$ cat config.mk
export PLATFORM = sky130hd
export DESIGN_NAME = tcp_udp_port_match_filter
export DESIGN_NICKNAME = d
export VERILOG_FILES = /design/src/rtl/core/tuf_pkg.sv /design/src/rtl/core/tuf_cfg_regs.sv /design/src/rtl/core/tuf_hdr_parse.sv /design/src/rtl/core/tuf_verdict.sv /design/src/rtl/core/tcp_udp_port_match_filter.sv
export SDC_FILE = /design/constraint.sdc
export NUM_CORES = 1
export LEC_CHECK = 0
export BUFFER_PORTS_ARGS = -buffer_cell sky130_fd_sc_hd__buf_4
export CAP_MARGIN = 20
export CORE_MARGIN = 2
export CORE_UTILIZATION = 58
export CTS_CLUSTER_SIZE = 12
export DETAILED_ROUTE_END_ITERATION = 8
export PLACE_DENSITY = 0.8
export SETUP_SLACK_MARGIN = 0.5
export SLEW_MARGIN = 15
export SYNTH_ARGS = -nofsm -noshare
export SYNTH_HDL_FRONTEND = slang
export SYNTH_SLANG_ARGS = --single-unit
$ cat constraint.sdc
create_clock -name clk_i -period 9.4 [get_ports clk_i]
set_clock_uncertainty 0.05 [all_clocks]
set_input_delay 1.88 -clock clk_i [delete_from_list [all_inputs] [get_ports clk_i]]
set_output_delay 1.88 -clock clk_i [all_outputs]
set_load 0.01 [all_outputs]
$ cat src/rtl/core/tuf_pkg.sv
// Shared types and constants of the TCP/UDP port-match filter.
// Used by every module of the block; depends on nothing.
package tuf_pkg;

  localparam int unsigned CountWidthDef = 32;
  localparam int unsigned OutCntW       = 32;
  localparam int unsigned PosW          = 7;
  localparam int unsigned LenW          = 8;

  localparam logic [15:0] EthTypeIpv4 = 16'h0800;
  localparam logic [7:0]  ProtoTcp    = 8'd6;
  localparam logic [7:0]  ProtoUdp    = 8'd17;

  localparam logic [LenW-1:0] EthHdrBytes = 8'd14;
  localparam logic [LenW-1:0] IpMinBytes  = 8'd20;
  localparam logic [LenW-1:0] TcpHdrBytes = 8'd20;
  localparam logic [LenW-1:0] UdpHdrBytes = 8'd8;
  localparam logic [3:0]      IhlMin      = 4'd5;

  // Byte offsets inside the frame.
  localparam logic [PosW-1:0] PosMax      = 7'd127;
  localparam logic [PosW-1:0] PosEthType  = 7'd12;
  localparam logic [PosW-1:0] PosIhl      = 7'd14;
  localparam logic [PosW-1:0] PosTotLen   = 7'd16;
  localparam logic [PosW-1:0] PosProto    = 7'd23;
  localparam logic [PosW-1:0] PosSrcAddr  = 7'd26;
  localparam logic [PosW-1:0] PosDstAddr  = 7'd30;

  localparam logic VerdictDrop = 1'b1;
  localparam logic VerdictPass = 1'b0;

  typedef enum logic {
    CfgWatchedPort = 1'b0,
    CfgDropEnable  = 1'b1
  } cfg_idx_e;

  typedef struct packed {
    logic [15:0]     watched_port;
    logic            drop_enable;
  } cfg_t;

  // Header fields as they stand after the current byte, plus frame length.
  typedef struct packed {
    logic [LenW-1:0] len;
    logic [15:0]     eth_type;
    logic [3:0]      ihl;
    logic [7:0]      proto;
    logic [15:0]     tot_len;
    logic [31:0]     src_addr;
    logic [31:0]     dst_addr;
    logic [15:0]     src_port;
    logic [15:0]     dst_port;
  } hdr_t;

endpackage

$ cat src/rtl/core/tuf_cfg_regs.sv
// APB-style register file of the port-match filter: watched port and drop enable.
// Depends on tuf_pkg for the register indexes and the config struct.
module tuf_cfg_regs (
  input  logic          clk_i,
  input  logic          rst_ni,
  input  logic          psel,
  input  logic          penable,
  input  logic          pwrite,
  input  logic [2:0]    paddr,
  input  logic [31:0]   pwdata,
  output logic [31:0]   prdata,
  output logic          pready,
  output tuf_pkg::cfg_t cfg_o
);
  import tuf_pkg::*;

  logic [15:0] port_q, port_d;
  logic        drop_q, drop_d;
  logic        wr_en;
  cfg_idx_e    idx;

  assign pready = 1'b1;
  assign wr_en  = psel & penable & pwrite & pready;
  assign idx    = cfg_idx_e'(paddr[2]);

  always_comb begin
    port_d = port_q;
    drop_d = drop_q;
    if (wr_en) begin
      case (idx)
        CfgWatchedPort: port_d = pwdata[15:0];
        CfgDropEnable:  drop_d = pwdata[0];
        default: ;
      endcase
    end
  end

  always_comb begin
    case (idx)
      CfgWatchedPort: prdata = {16'd0, port_q};
      CfgDropEnable:  prdata = {31'd0, drop_q};
      default:        prdata = 32'd0;
    endcase
  end

  always_ff @(posedge clk_i or negedge rst_ni) begin
    if (!rst_ni) begin
      port_q <= '0;
      drop_q <= 1'b0;
    end else begin
      port_q <= port_d;
      drop_q <= drop_d;
    end
  end

  assign cfg_o.watched_port = port_q;
  assign cfg_o.drop_enable  = drop_q;

endmodule

$ cat src/rtl/core/tuf_hdr_parse.sv
// Per-frame header capture: byte position and the Ethernet, IPv4 and L4 fields.
// Depends on tuf_pkg; hands the fields after the current byte to the verdict stage.
module tuf_hdr_parse (
  input  logic         clk_i,
  input  logic         rst_ni,
  input  logic         step_i,
  input  logic [7:0]   byte_i,
  input  logic         last_i,
  output tuf_pkg::hdr_t hdr_o
);
  import tuf_pkg::*;

  logic [PosW-1:0] pos_q, pos_d;
  logic [PosW-1:0] l4_pos;
  hdr_t            cur_q;
  hdr_t            cap;
  logic            in_l4;

  // The L4 header starts right after the IP header; its length is fixed from
  // byte 14 on, so port capture is only allowed past that byte.
  assign l4_pos = EthHdrBytes[PosW-1:0] + {1'b0, cur_q.ihl, 2'b00};
  assign in_l4  = pos_q > PosIhl;

  always_comb begin
    cap     = cur_q;
    cap.len = {1'b0, pos_q} + LenW'(1);
    if (pos_q != PosMax) begin
      if (pos_q == PosEthType || pos_q == PosEthType + 7'd1) begin
        cap.eth_type = {cur_q.eth_type[7:0], byte_i};
      end
      if (pos_q == PosIhl) begin
        cap.ihl = byte_i[3:0];
      end
      if (pos_q == PosTotLen || pos_q == PosTotLen + 7'd1) begin
        cap.tot_len = {cur_q.tot_len[7:0], byte_i};
      end
      if (pos_q == PosProto) begin
        cap.proto = byte_i;
      end
      if (pos_q inside {[PosSrcAddr:PosSrcAddr + 7'd3]}) begin
        cap.src_addr = {cur_q.src_addr[23:0], byte_i};
      end
      if (pos_q inside {[PosDstAddr:PosDstAddr + 7'd3]}) begin
        cap.dst_addr = {cur_q.dst_addr[23:0], byte_i};
      end
      if (in_l4 && (pos_q == l4_pos || pos_q == l4_pos + 7'd1)) begin
        cap.src_port = {cur_q.src_port[7:0], byte_i};
      end
      if (in_l4 && (pos_q == l4_pos + 7'd2 || pos_q == l4_pos + 7'd3)) begin
        cap.dst_port = {cur_q.dst_port[7:0], byte_i};
      end
    end
  end

  always_comb begin
    pos_d = pos_q;
    if (step_i) begin
      if (last_i) begin
        pos_d = '0;
      end else if (pos_q != PosMax) begin
        pos_d = pos_q + 7'd1;
      end
    end
  end

  always_ff @(posedge clk_i or negedge rst_ni) begin
    if (!rst_ni) begin
      pos_q <= '0;
      cur_q <= '0;
    end else begin
      pos_q <= pos_d;
      if (step_i) begin
        cur_q <= last_i ? '0 : cap;
      end
    end
  end

  assign hdr_o = cap;

endmodule

$ cat src/rtl/core/tuf_verdict.sv
// End-of-frame decision, match counters and the result register.
// Depends on tuf_pkg for the header struct, protocol numbers and sizes.
module tuf_verdict #(
  parameter int unsigned COUNT_WIDTH = tuf_pkg::CountWidthDef
) (
  input  logic          clk_i,
  input  logic          rst_ni,
  input  logic          done_i,
  input  logic          dir_i,
  input  tuf_pkg::hdr_t hdr_i,
  input  tuf_pkg::cfg_t cfg_i,
  input  logic          out_ready_i,
  output logic          out_valid_o,
  output logic          verdict_drop_o,
  output logic          port_matched_o,
  output logic [31:0]   source_address_o,
  output logic [31:0]   dest_address_o,
  output logic [15:0]   source_port_o,
  output logic [15:0]   dest_port_o,
  output logic [15:0]   ip_total_length_o,
  output logic [7:0]    ip_protocol_o,
  output logic          direction_out_o,
  output logic [31:0]   ingress_match_total_o,
  output logic [31:0]   egress_match_total_o,
  output logic [31:0]   drop_total_o
);
  import tuf_pkg::*;

  localparam int unsigned ExtW = (COUNT_WIDTH > OutCntW) ? COUNT_WIDTH : OutCntW;

  logic [COUNT_WIDTH-1:0] ing_q, ing_d, egr_q, egr_d, drp_q, drp_d;
  logic [ExtW-1:0]        ing_ext, egr_ext, drp_ext;
  logic [LenW-1:0]        need;
  logic                   is_tcp, is_udp, hit, drop;
  logic                   valid_q, valid_d;

  assign is_tcp = hdr_i.proto == ProtoTcp;
  assign is_udp = hdr_i.proto == ProtoUdp;
  assign need   = EthHdrBytes + {2'b00, hdr_i.ihl, 2'b00} +
                  (is_tcp ? TcpHdrBytes : UdpHdrBytes);

  assign hit = (hdr_i.len >= EthHdrBytes + IpMinBytes) &&
               (hdr_i.eth_type == EthTypeIpv4) &&
               (is_tcp || is_udp) &&
               (hdr_i.ihl >= IhlMin) &&
               (hdr_i.len >= need) &&
               (cfg_i.watched_port != 16'd0) &&
               (hdr_i.src_port == cfg_i.watched_port ||
                hdr_i.dst_port == cfg_i.watched_port);
  assign drop = hit && cfg_i.drop_enable;

  always_comb begin
    ing_d = ing_q;
    egr_d = egr_q;
    drp_d = drp_q;
    if (hit) begin
      if (dir_i) begin
        ing_d = ing_q + COUNT_WIDTH'(1);
      end else begin
        egr_d = egr_q + COUNT_WIDTH'(1);
      end
      if (drop) begin
        drp_d = drp_q + COUNT_WIDTH'(1);
      end
    end
  end

  assign ing_ext = ExtW'(ing_d);
  assign egr_ext = ExtW'(egr_d);
  assign drp_ext = ExtW'(drp_d);

  // The upstream stage only finishes a frame when this register is free or
  // being emptied, so a new result never overwrites an untaken one.
  assign valid_d = done_i | (valid_q & ~out_ready_i);

  always_ff @(posedge clk_i or negedge rst_ni) begin
    if (!rst_ni) begin
      valid_q <= 1'b0;
      ing_q   <= '0;
      egr_q   <= '0;
      drp_q   <= '0;
    end else begin
      valid_q <= valid_d;
      if (done_i) begin
        ing_q <= ing_d;
        egr_q <= egr_d;
        drp_q <= drp_d;
      end
    end
  end

  always_ff @(posedge clk_i) begin
    if (done_i) begin
      verdict_drop_o        <= drop ? VerdictDrop : VerdictPass;
      port_matched_o        <= hit;
      source_address_o      <= hit ? hdr_i.src_addr : 32'd0;
      dest_address_o        <= hit ? hdr_i.dst_addr : 32'd0;
      source_port_o         <= hit ? hdr_i.src_port : 16'd0;
      dest_port_o           <= hit ? hdr_i.dst_port : 16'd0;
      ip_total_length_o     <= hit ? hdr_i.tot_len : 16'd0;
      ip_protocol_o         <= hit ? hdr_i.proto : 8'd0;
      direction_out_o       <= dir_i;
      ingress_match_total_o <= ing_ext[OutCntW-1:0];
      egress_match_total_o  <= egr_ext[OutCntW-1:0];
      drop_total_o          <= drp_ext[OutCntW-1:0];
    end
  end

  assign out_valid_o = valid_q;

endmodule

$ cat src/rtl/core/tcp_udp_port_match_filter.sv
// IPv4 TCP/UDP port-match filter. Takes one frame byte per cycle, back to
// back, as long as the result register is free; the verdict of the byte
// marked last goes through the input register, then header capture and
// decision into the result register.
// Bytes that are not last never wait on the output side; only a last byte
// waits while an earlier verdict is still not taken. Registers: watched port
// at address 0, drop enable at address 4; write them only while idle.
module tcp_udp_port_match_filter #(
  parameter int unsigned COUNT_WIDTH = tuf_pkg::CountWidthDef
) (
  input  logic        clk_i,
  input  logic        rst_ni,
  input  logic        psel,
  input  logic        penable,
  input  logic        pwrite,
  input  logic [2:0]  paddr,
  input  logic [31:0] pwdata,
  output logic [31:0] prdata,
  output logic        pready,
  input  logic        in_valid_i,
  output logic        in_ready_o,
  input  logic [7:0]  frame_byte_i,
  input  logic        frame_last_i,
  input  logic        from_guest_i,
  output logic        out_valid_o,
  input  logic        out_ready_i,
  output logic        verdict_drop_o,
  output logic        port_matched_o,
  output logic [31:0] source_address_o,
  output logic [31:0] dest_address_o,
  output logic [15:0] source_port_o,
  output logic [15:0] dest_port_o,
  output logic [15:0] ip_total_length_o,
  output logic [7:0]  ip_protocol_o,
  output logic        direction_out_o,
  output logic [31:0] ingress_match_total_o,
  output logic [31:0] egress_match_total_o,
  output logic [31:0] drop_total_o
);
  import tuf_pkg::*;

  cfg_t       cfg;
  hdr_t       hdr;
  logic       in_valid_q;
  logic [7:0] byte_q;
  logic       last_q;
  logic       dir_q;
  logic       step;

  // A held byte moves on unless it ends a frame and the result slot is busy.
  assign step       = in_valid_q & (~last_q | ~out_valid_o | out_ready_i);
  assign in_ready_o = ~in_valid_q | step;

  always_ff @(posedge clk_i or negedge rst_ni) begin
    if (!rst_ni) begin
      in_valid_q <= 1'b0;
    end else if (in_ready_o) begin
      in_valid_q <= in_valid_i;
    end
  end

  always_ff @(posedge clk_i) begin
    if (in_ready_o && in_valid_i) begin
      byte_q <= frame_byte_i;
      last_q <= frame_last_i;
      dir_q  <= from_guest_i;
    end
  end

  tuf_cfg_regs u_cfg (
    .clk_i   (clk_i),
    .rst_ni  (rst_ni),
    .psel    (psel),
    .penable (penable),
    .pwrite  (pwrite),
    .paddr   (paddr),
    .pwdata  (pwdata),
    .prdata  (prdata),
    .pready  (pready),
    .cfg_o   (cfg)
  );

  tuf_hdr_parse u_parse (
    .clk_i  (clk_i),
    .rst_ni (rst_ni),
    .step_i (step),
    .byte_i (byte_q),
    .last_i (last_q),
    .hdr_o  (hdr)
  );

  tuf_verdict #(
    .COUNT_WIDTH (COUNT_WIDTH)
  ) u_verdict (
    .clk_i                 (clk_i),
    .rst_ni                (rst_ni),
    .done_i                (step & last_q),
    .dir_i                 (dir_q),
    .hdr_i                 (hdr),
    .cfg_i                 (cfg),
    .out_ready_i           (out_ready_i),
    .out_valid_o           (out_valid_o),
    .verdict_drop_o        (verdict_drop_o),
    .port_matched_o        (port_matched_o),
    .source_address_o      (source_address_o),
    .dest_address_o        (dest_address_o),
    .source_port_o         (source_port_o),
    .dest_port_o           (dest_port_o),
    .ip_total_length_o     (ip_total_length_o),
    .ip_protocol_o         (ip_protocol_o),
    .direction_out_o       (direction_out_o),
    .ingress_match_total_o (ingress_match_total_o),
    .egress_match_total_o  (egress_match_total_o),
    .drop_total_o          (drop_total_o)
  );

endmodule

==> results of run 1 <==
-- final timing paths --
path                                           from                                end  slack [ns]  cells after the start
worst max-delay path               u_parse.pos_q[5]  u_verdict.egress_match_total_o[1]        2.31                     21
worst min register to register  u_verdict.drp_q[31]                u_verdict.drp_q[31]        0.45                      1
max in group asynchronous                    rst_ni                u_verdict.ing_q[13]        6.68                      2
worst min-delay path            u_verdict.drp_q[31]                u_verdict.drp_q[31]        0.45                      1
worst max register to register     u_parse.pos_q[5]  u_verdict.egress_match_total_o[1]        2.31                     21
min in group asynchronous                    rst_ni                 u_parse.cur_q[131]        1.27                      1
-- synth_stat cells (8+ instances only) --
library cell / number / area share (%)
nor2_1: 128 / 2.1
nand2_1: 194 / 3.2
edfxtp_1: 229 / 30
a32o_1: 10 / 0.44
o21ai_0: 20 / 0.44
ha_1: 22 / 1.2
inv_1: 33 / 0.54
clkbuf_1: 98 / 1.6
a21oi_1: 61 / 1.3
nor2b_1: 18 / 0.49
nor4_1: 19 / 0.52
o22ai_1: 8 / 0.22
xnor2_1: 186 / 7.1
or3_1: 10 / 0.27
mux2i_1: 69 / 3.0
and3_1: 41 / 1.1
buf_4: 24 / 0.79
xor2_1: 59 / 2.3
and2_1: 12 / 0.33
mux2_2: 25 / 1.2
buf_1: 18 / 0.30
buf_2: 16 / 0.35
nand4_1: 37 / 1.0
nor3_1: 23 / 0.50
a22o_1: 129 / 4.9
nand2b_1: 12 / 0.33
dfrtp_1: 262 / 29
nand3_1: 111 / 2.4
-- worst max-delay path: stages, from the launching register on --
cell and delay, ns:
dfrtp_1 0.57, or3_1 0.49, or4_1 0.62, mux2i_1 0.49
ha_1 0.37, inv_1 0.07, ha_1 0.21, a21o_1 0.17
a21oi_1 0.21, xnor2_1 0.12, xnor2_1 0.15, ha_1 0.30
o211ai_1 0.08, a21oi_1 0.13, a211o_1 0.12, a31oi_1 0.12
or4_1 0.64, or3_1 0.39, o32ai_4 0.25, buf_12 0.48
nor2b_1 0.29, mux2_2 0.36
-- metrics by stage --
stage	instances	util, %
final	2725	69.18
after global routing	2725	69.18
after CTS	2723	69.09
after detailed placement	2628	64.98
after global placement	2628	64.98
after floorplan	1972	-
-- routing by layer --
metal / vias up / routed length (µm) / global-route usage (%)
met5: - / 0 / 0
met2: 607 / 25660 / 41.54
met1: 7905 / 23180 / 37.35
li1: 7334 / - / -
met4: 0 / 1429 / 9.046
met3: 97 / 3772 / 4.499
-- cell type report --
type | count | area [µm²] | area share, %
clock buffers | 81 | 1480 | 5.524
repair buffers | 297 | 2295 | 8.563
multi-input cells | 1291 | 8698 | 32.46
well taps | 518 | 648.1 | 2.419
flip-flops and latches | 491 | 13430 | 50.13
clock inverters | 14 | 111.4 | 0.4156
inverters | 33 | 131.4 | 0.4903
-- flip-flops by register name, summed over array words and instances, names as in the netlist, 7 cells and up --
signal                           count
u_parse.cur_q                      140
u_verdict.dest_address_o            32
u_verdict.drop_total_o              32
u_verdict.drp_q                     32
u_verdict.egr_q                     32
u_verdict.egress_match_total_o      32
u_verdict.ing_q                     32
u_verdict.ingress_match_total_o     32
u_verdict.source_address_o          32
u_cfg.port_q                        16
u_verdict.dest_port_o               16
u_verdict.ip_total_length_o         16
u_verdict.source_port_o             16
byte_q                               8
u_verdict.ip_protocol_o              8
u_parse.pos_q                        7
-- power groups by stage --
stage	combinational [mW]	clock, mW	sequential, mW
CTS	0.303	1.96	2.36
floorplan	0.189	0	2.37
finish	0.302	1.93	2.36
detailed placement	0.302	0	2.40
global placement	0.297	0	2.40
global route	0.331	2.04	2.37
-- cells by family (layout without fill, tap and decap cells) --
| logic type | after synthesis | count (layout) | synth area share (%) |
|---|---|---|---|
| AOI/OAI and AO/OA | 257 | 257 | 8.402 |
| xor gates and xnor gates | 245 | 245 | 9.400 |
| buffers and inverters | 190 | 425 | 3.612 |
| muxes | 94 | 94 | 4.259 |
| DFF | 491 | 491 | 58.84 |
| adders and majority gates | 23 | 23 | 1.293 |
| other | 2 | 21 | 0.03290 |
| and+or+nand+nor | 651 | 651 | 14.16 |
==> results.yml, run 1 <==
synth:
  synthCells: 1953
  ys_async_sr_fraction_pct: 53.36
  synthDistinctLibCells: 61
  synth_area_um2: 22830
  synth-edff-count: 229
  ys_ff_latch: 491
  ys_warn_count: 0
  synth_ff_type: "dfrtp_1"
  syn_area_per_cell_um2: 11.69
  yosysSeqAreaShare_pct: 58.84
power_and_ir_drop:
  p_int_mw: 3.518
  combPwrFrac_pct: 6.6
  swShare_pct: 23.45
  p_clk_share_pct: 42.0
  p_leak_nw: 11.19
  pwr-share-seq_pct: 51.5
  power_switching_mw: 1.078
  p_per_area_nw_per_um2: 171.5
  vdd_drop_max_mv: 0.1459
  power_mw: 4.595
floorplanning:
  dieHeight_um: 202.4
  rows: 72
  core_area_um2: 38740
  die_w_um: 202.4
  start_util_pct: 58.93
  fp.dieArea_um2: 40960
  ios: 306
final_layout:
  drive_above_1_share_pct: 18.71
  design_area_um2: 26800
  antenna_cells: 0
  areaGrowthSynthToFinish_pct: 17.39
  nFillCells: 2842
  mostFrequentLayoutCell: "buf_4"
  fin_nets: 2240
  mostFrequentLayoutCells: "292 x buf_4, 262 x dfrtp_1, 229 x edfxtp_1, 194 x nand2_1, 186 x xnor2_1"
setup_path:
  critPathRequiredTime_ns: 9.71
  cp_max_fo: 170
  start_kind: "flop"
  cp-end-kind: "flop"
  arrival_ns: 7.39
  worst-setup-path-type: "reg -> reg"
drt:
  firstDrtPassIters: 5
  wl_per_cell_um: 19.83
  via_per_inst: 5.851
  drt_iter0_drc: 1179
  drt_wl_total_um: 54040
  final_antenna_net_count: 0
  vias: 15943
  drcViolationCount: 0
place:
  port_buffers: 270
  gp_congestion: 0.9155
  pre_cts_ws_ns: 2.379
  place_hpwl_um: 34830
  placed_cell_area_um2: 25170
global_route:
  track_usage_pct: 26.36
  grt_pass1_wl_um: 85720
  grt_max_degree: 171
  antenna_found_initial: 0
  grt_pass1_vias: 15366
  grt.overflow.total: 0
cts:
  cts_setup_buffers: 0
  cts-root-buf: "clkbuf_16"
  htreeDepth: 2
  cts_sinks: 491
  cts_resized: 0
  cts_tree: "done"
  cts_hold_buf: 0
  cts_made_buffers: 51
  path_clk_slew_ns: 0.06
  cts_buffer_depth: 3
  insertion_delay_ns: 0.61
timing:
  clock.fmax_mhz: 141.1
  worst_pin_slew_ns: 1.103
  finalCriticalPeriod_ns: 7.086
  setup_tns_ns: 0
  relSlewSlack_pct: 25.94
  slew_viol_final: 0
  final.setup.worst_slack_ns: 2.314
  rsz0062_at_grt: "false"
  holdWs_ns: 0.4450
  period_share_pct: 75.38
  timing.final.hold_violations: 0
  setup_viol: 0
job:
  max-cap-violations: 0
min_path:
  hp-class: "reg -> reg"
run_status:
  outcome: "finished, final reports clean"
No activity file was read; power rests on OpenSTA's default activity.
==> run 2, diff against run 1 <==
==> constraint.sdc (replaced) <==
create_clock -name clk_i -period 7.4 [get_ports clk_i]
set_clock_uncertainty 0.05 [all_clocks]
set_input_delay 1.48 -clock clk_i [delete_from_list [all_inputs] [get_ports clk_i]]
set_output_delay 1.48 -clock clk_i [all_outputs]
set_load 0.01 [all_outputs]
==> run 2 against run 1 <==
Critical path depth grew 1. Wire length increased by 1.2%. Sequential power is 27% higher. Cell count grew 0.48%. Critical path type unchanged. Largest cell class unchanged. Largest power group unchanged. Highest routed layer is now met5.
==> results.yml, run 2 (synthesized netlist as in run 1, its figures left out) <==
run_status:
  outcome: "finished, final reports clean"
setup_path:
  start_kind: "flop"
  ff2ff_setup_slack_ns: 0.87
  arrival_ns: 6.82
  worst-setup-path-type: "reg -> reg"
  cp-end-kind: "flop"
  path_common_cell: "ha_1"
  critPathSlowestCell: "or4_1"
  critPathRequiredTime_ns: 7.69
  critical-path-max-stage-delay_ns: 0.65
  cp_max_fo: 14
  crit_family: "simple AND/OR/NAND/NOR gates"
  rr_startpoint: "u_parse.pos_q[4]"
  reg2reg_to: "u_verdict.egress_match_total_o[1]"
  cp_cell_sequence: "or3_1 -> or4_4 -> mux2i_4 -> ha_1 -> inv_1 -> ha_1 -> a21o_1 -> a21oi_1 -> xnor2_1 -> xnor2_1 -> ha_1 -> o211ai_1 -> a21oi_1 -> a211o_1 -> a31oi_1 -> or4_1 -> or3_1 -> o32ai_4 -> buf_12 -> buf_4 -> nor2b_1 -> mux2_2"
  path_buf_inv: 3
  reg2regPathDepth: 22
place:
  port_buffers: 270
  place_hpwl_um: 35170
  placed_cell_area_um2: 25260
  gp_congestion: 0.9151
floorplanning:
  fp.dieArea_um2: 40960
  ios: 306
  start_util_pct: 58.93
  dieHeight_um: 202.4
  core_area_um2: 38740
  die_w_um: 202.4
  rows: 72
final_layout:
  fin_nets: 2252
  mostFrequentLayoutCell: "buf_4"
  final_util_pct: 69.84
  mostFrequentLayoutCells: "299 x buf_4, 262 x dfrtp_1, 229 x edfxtp_1, 194 x nand2_1, 186 x xnor2_1"
  areaGrowthSynthToFinish_pct: 18.51
  drive_above_1_share_pct: 19.19
  design_area_um2: 27050
  antenna_cells: 0
  largest_reg_flops: 140
  largest_register: "u_parse.cur_q"
min_path:
  min_path_cells: 1
  hold_end: "u_parse.cur_q[115]"
  hold_start: "u_parse.cur_q[115]"
  hp-class: "reg -> reg"
timing:
  rsz0062_at_grt: "false"
  worst_pin_slew_ns: 1.085
  slew_viol_final: 0
  timing.final.hold_violations: 0
  relSlewSlack_pct: 27.63
  clock.fmax_mhz: 153.0
  setup_tns_ns: 0
  setup_viol: 0
  period_share_pct: 88.30
  finalCriticalPeriod_ns: 6.534
global_route:
  antenna_found_initial: 1
  track_usage_pct: 26.52
  grt.overflow.total: 0
  grt_pass1_wl_um: 86040
  grt_max_degree: 163
  grt_pass1_vias: 15664
cts:
  cts_buffer_depth: 3
  path_clk_slew_ns: 0.06
  cts_made_buffers: 51
  insertion_delay_ns: 0.60
  cts_tree: "done"
  cts_hold_buf: 0
  cts-root-buf: "clkbuf_16"
  cts_sinks: 491
  htreeDepth: 2
drt:
  final_antenna_net_count: 0
  drt_wl_total_um: 54720
  firstDrtPassIters: 8
  via_per_inst: 5.867
  wl_per_cell_um: 19.99
  drt_iter0_drc: 1251
  drcViolationCount: 0
  vias: 16065
power_and_ir_drop:
  vdd_drop_max_mv: 0.1708
  p_per_area_nw_per_um2: 221.0
  p_leak_nw: 11.30
job:
  max-cap-violations: 0
## run 2: how the worst max path moves through the flow
stage	startpoint	end	slack, ns	cells after the start
after floorplan	out_ready_i	u_verdict.drp_q[18]	1.11	9
after global placement	u_parse.pos_q[4]	u_verdict.drop_total_o[30]	0.77	21
after detailed placement	u_parse.pos_q[4]	u_verdict.drop_total_o[30]	0.65	21
after global routing	u_parse.pos_q[4]	u_verdict.egress_match_total_o[1]	0.55	22
final	u_parse.pos_q[4]	u_verdict.egress_match_total_o[1]	0.87	22
after CTS	u_parse.pos_q[4]	u_verdict.drop_total_o[30]	0.54	21
## run 2: report_power, final
part	total, mW	switching, mW	internal [mW]
Clock	2.59	1.04	1.55
Sequential	3.00	0.0813	2.92
Combinational	0.394	0.243	0.151
Total	5.98	1.36	4.62
## run 2: metrics by stage
step / instances / hold slack (ns) / setup WS (ns) / total power [mW]
2_1_floorplan: 1972 / 0.3744 / 1.108 / 3.256
3_3_place_gp: 2636 / 0.4243 / 0.7700 / 3.431
3_5_place_dp: 2637 / 0.4260 / 0.6473 / 3.440
4_1_cts: 2733 / 0.4457 / 0.5369 / 6.017
5_1_grt: 2738 / 0.4620 / 0.5488 / 6.168
6_report: 2738 / 0.4450 / 0.8661 / 5.980
## run 2: final cells by class
cell class,instances,area (µm²)
timing repair buffer,309,2429
sequential,491,13430
clock inverter,11,195.2
clock buffer,85,1495
fill,2789,11680
inverter,33,131.4
tap,518,648.1
multi-input combinational,1291,8722
## run 2: repair_timing
| item | in CTS | in global routing |
|---|---|---|
| gates resized for setup | 0 | 5 |
| setup endpoints to repair | 0 | 134 |
| buffers inserted | 0 | 1 |
## run 2: per-layer routing
layer	GRT usage, %	up-vias	share of wire (%)
li1	-	7364	-
met1	36.87	7911	42
met2	41.33	647	47
met3	4.950	141	7.2
met4	11.13	2	4.1
met5	0	-	0.024
==> run 3, diff against run 2 <==
--- a/config.mk
+++ b/config.mk
@@ -8,12 +8,13 @@
 export BUFFER_PORTS_ARGS = -buffer_cell sky130_fd_sc_hd__buf_4
 export CAP_MARGIN = 20
 export CORE_MARGIN = 2
-export CORE_UTILIZATION = 58
+export CORE_UTILIZATION = 59
 export CTS_CLUSTER_SIZE = 12
 export DETAILED_ROUTE_END_ITERATION = 8
-export PLACE_DENSITY = 0.8
+export PLACE_DENSITY = 0.81
 export SETUP_SLACK_MARGIN = 0.5
 export SLEW_MARGIN = 15
 export SYNTH_ARGS = -nofsm -noshare
 export SYNTH_HDL_FRONTEND = slang
+export SYNTH_HIERARCHICAL = 1
 export SYNTH_SLANG_ARGS = --single-unit
==> run 3 against run 2 <==
Worst hold slack worse by 0.0083 ns. Combinational power up 74%. Cell area increased by 5.9%. Count of clock-buffer cells in the layout shrank 6. Global-route usage down 0.11 points. Critical path type unchanged.
==> results.yml, run 3 <==
final_layout:
  drive_above_1_share_pct: 24.92
  areaGrowthSynthToFinish_pct: 15.87
  largest_reg_flops: 140
  mostFrequentLayoutCell: "buf_4"
  largest_register: "u_parse/cur_q"
  instances_no_fill: 2835
  fin_nets: 2334
  antenna_cells: 0
  mostFrequentLayoutCells: "297 x buf_4, 262 x dfrtp_1, 229 x edfxtp_1, 159 x xnor2_1, 138 x mux2_2"
timing:
  rsz0062_at_grt: "true"
  period_share_pct: 87.91
  relSlewSlack_pct: 28.16
  finalCriticalPeriod_ns: 6.505
  worst_pin_slew_ns: 1.078
  timing.final.hold_violations: 0
  setup_tns_ns: 0
  holdWs_ns: 0.4368
  clock.fmax_mhz: 153.7
  slew_viol_final: 0
  setup_viol: 0
setup_path:
  worst-setup-path-type: "reg -> reg"
  arrival_ns: 6.80
  reg2regPathDepth: 18
  rr_startpoint: "u_parse/pos_q[4]"
  critical-path-max-stage-delay_ns: 1.03
  cp_cell_sequence: "nor4b_2 -> nand3_1 -> mux2_2 -> nor4_2 -> nand2_1 -> inv_1 -> ha_1 -> inv_1 -> ha_1 -> fa_1 -> xnor2_1 -> ha_1 -> nand2_1 -> o21ai_0 -> o2111a_4 -> buf_4 -> nand4_1 -> xnor2_1"
  path_common_cell: "ha_1"
  critPathRequiredTime_ns: 7.69
  reg2reg_to: "u_verdict/drop_total_o[24]"
  ff2ff_setup_slack_ns: 0.90
  cp-endpoint: "u_verdict/drop_total_o[24]"
  critPathSlowestCell: "o2111a_4"
  cp_max_fo: 104
  cp-end-kind: "flop"
  start_kind: "flop"
  startpoint: "u_parse/pos_q[4]"
cts:
  path_clk_slew_ns: 0.06
  cts_setup_buffers: 0
  cts_hold_buf: 0
  cts_tree: "done"
  cts-root-buf: "clkbuf_16"
  cts_sinks: 491
  cts_resized: 0
  cts_made_buffers: 52
  insertion_delay_ns: 0.61
  cts_buffer_depth: 3
  htreeDepth: 2
power_and_ir_drop:
  p_per_area_nw_per_um2: 219.1
  vdd_drop_max_mv: 0.1803
  p_leak_nw: 11.72
  power_mw: 6.273
floorplanning:
  core_area_um2: 41110
  rows: 74
  dieHeight_um: 208.7
  fp.dieArea_um2: 43540
  die_w_um: 208.7
  start_util_pct: 60.12
  ios: 306
min_path:
  hp-class: "reg -> reg"
synth:
  synthDistinctLibCells: 82
  synth_area_leaders: "edfxtp_1 28%, dfrtp_1 27%, mux2_2 6.3%"
  yosysTopAreaCell: "edfxtp_1"
  synth_common_cells: "262 x dfrtp_1, 229 x edfxtp_1, 159 x xnor2_1"
  synthCells: 2057
  synth_area_um2: 24710
  syn_area_per_cell_um2: 12.01
  synth_top_area_share_pct: 27.83
  yosysSeqAreaShare_pct: 54.35
  synth_ff_type: "dfrtp_1"
  synth-edff-count: 229
  ys_warn_count: 6
  ys_async_sr_fraction_pct: 53.36
  ys_ff_latch: 491
  yosysMostFrequentCell: "dfrtp_1"
place:
  gp_congestion: 0.8618
  port_buffers: 270
  place_hpwl_um: 36840
  place_inst: 2734
global_route:
  grt.overflow.total: 0
  grt_pass1_vias: 16985
  track_usage_pct: 26.40
  antenna_found_initial: 0
  grt_pass1_wl_um: 93110
  grt_max_degree: 118
drt:
  drcViolationCount: 0
  final_antenna_net_count: 0
  vias: 17393
  via_per_inst: 6.135
  drt_iter0_drc: 1643
  firstDrtPassIters: 5
  drt_wl_total_um: 58150
  wl_per_cell_um: 20.51
job:
  max-cap-violations: 0
run_status:
  outcome: "finished, final reports clean"
-- run 3: cell count changes after synthesis, moves of 68 or more --
cell / previous run / this run
nor2_1: 128 / 39
a22oi_1: 0 / 106
a22o_1: 129 / 4
nand2_1: 194 / 77
and2_1: 12 / 129
mux2_2: 25 / 138
o2bb2ai_1: 0 / 106
mux2i_1: 69 / 1
-- run 3: kinds of logic (layout without fill, tap and decap cells) --
group,count (synthesis),after routing,share of synthesized area [%]
AND/OR/NAND/NOR,612,612,14.40
flip-flops,491,491,54.35
AO/OA/AOI/OAI,338,338,10.91
XOR/XNOR,229,229,8.116
buffers and inverters,211,439,3.974
multiplexers,151,151,7.058
adder cells (fa/ha/maj),22,22,1.144
other,3,21,0.04556
-- run 3: how the worst min path moves through the flow --
stage                        start                  end  slack [ns]  cells past startpoint
2_1_floorplan  u_verdict/egr_q[31]  u_verdict/egr_q[31]        0.41                      1
3_3_place_gp   u_verdict/ing_q[31]  u_verdict/ing_q[31]        0.42                      1
3_5_place_dp   u_verdict/ing_q[31]  u_verdict/ing_q[31]        0.43                      1
4_1_cts        u_verdict/ing_q[31]  u_verdict/ing_q[31]        0.44                      1
5_1_grt        u_verdict/ing_q[31]  u_verdict/ing_q[31]        0.45                      1
6_report       u_verdict/ing_q[31]  u_verdict/ing_q[31]        0.44                      1
-- run 3: area by class of cell --
class,count,area (µm²)
clock buffers,79,1473
repair buffers,303,2346
clock inverters,18,146.4
inverters,39,148.9
well taps,532,665.6
flip-flops and latches,491,13430
multi-input cells,1373,10420
fillers,2894,12470
-- run 3: through the flow --
stage,instance area (µm²),util (%),setup slack [ns]
detailed placement,26930,65.52,0.9569
global placement,26930,65.52,1.184
finish,28640,69.66,0.8950
global route,28640,69.66,0.4261
CTS,28550,69.46,0.9458
floorplan,24790,-,0.9691
-- run 3: critical path, delay by kind of cell (launching register included) --
kind / cells / cell delay [ns]
AND/OR/NAND/NOR: 6 / 1.68
AO/OA/AOI/OAI: 2 / 1.55
adder cells (fa/ha/maj): 4 / 1.01
flip-flops: 1 / 0.60
buffers and inverters: 3 / 0.51
multiplexers: 1 / 0.50
XOR/XNOR: 2 / 0.30
-- run 3: power by group --
group / switching (mW) / internal [mW] / total [mW]
logic: 0.404 / 0.283 / 0.687
registers: 0.106 / 2.99 / 3.10
clock network: 1.08 / 1.41 / 2.49
-- run 3: per-layer routing --
metal  vias up  GRT usage [%]  routed length, µm
met4         0          7.586               1445
met1      8704          35.81              24490
met2       590          43.16              28340
met5         -              0                  0
li1       7998              -                  -
met3       101          5.756               3876
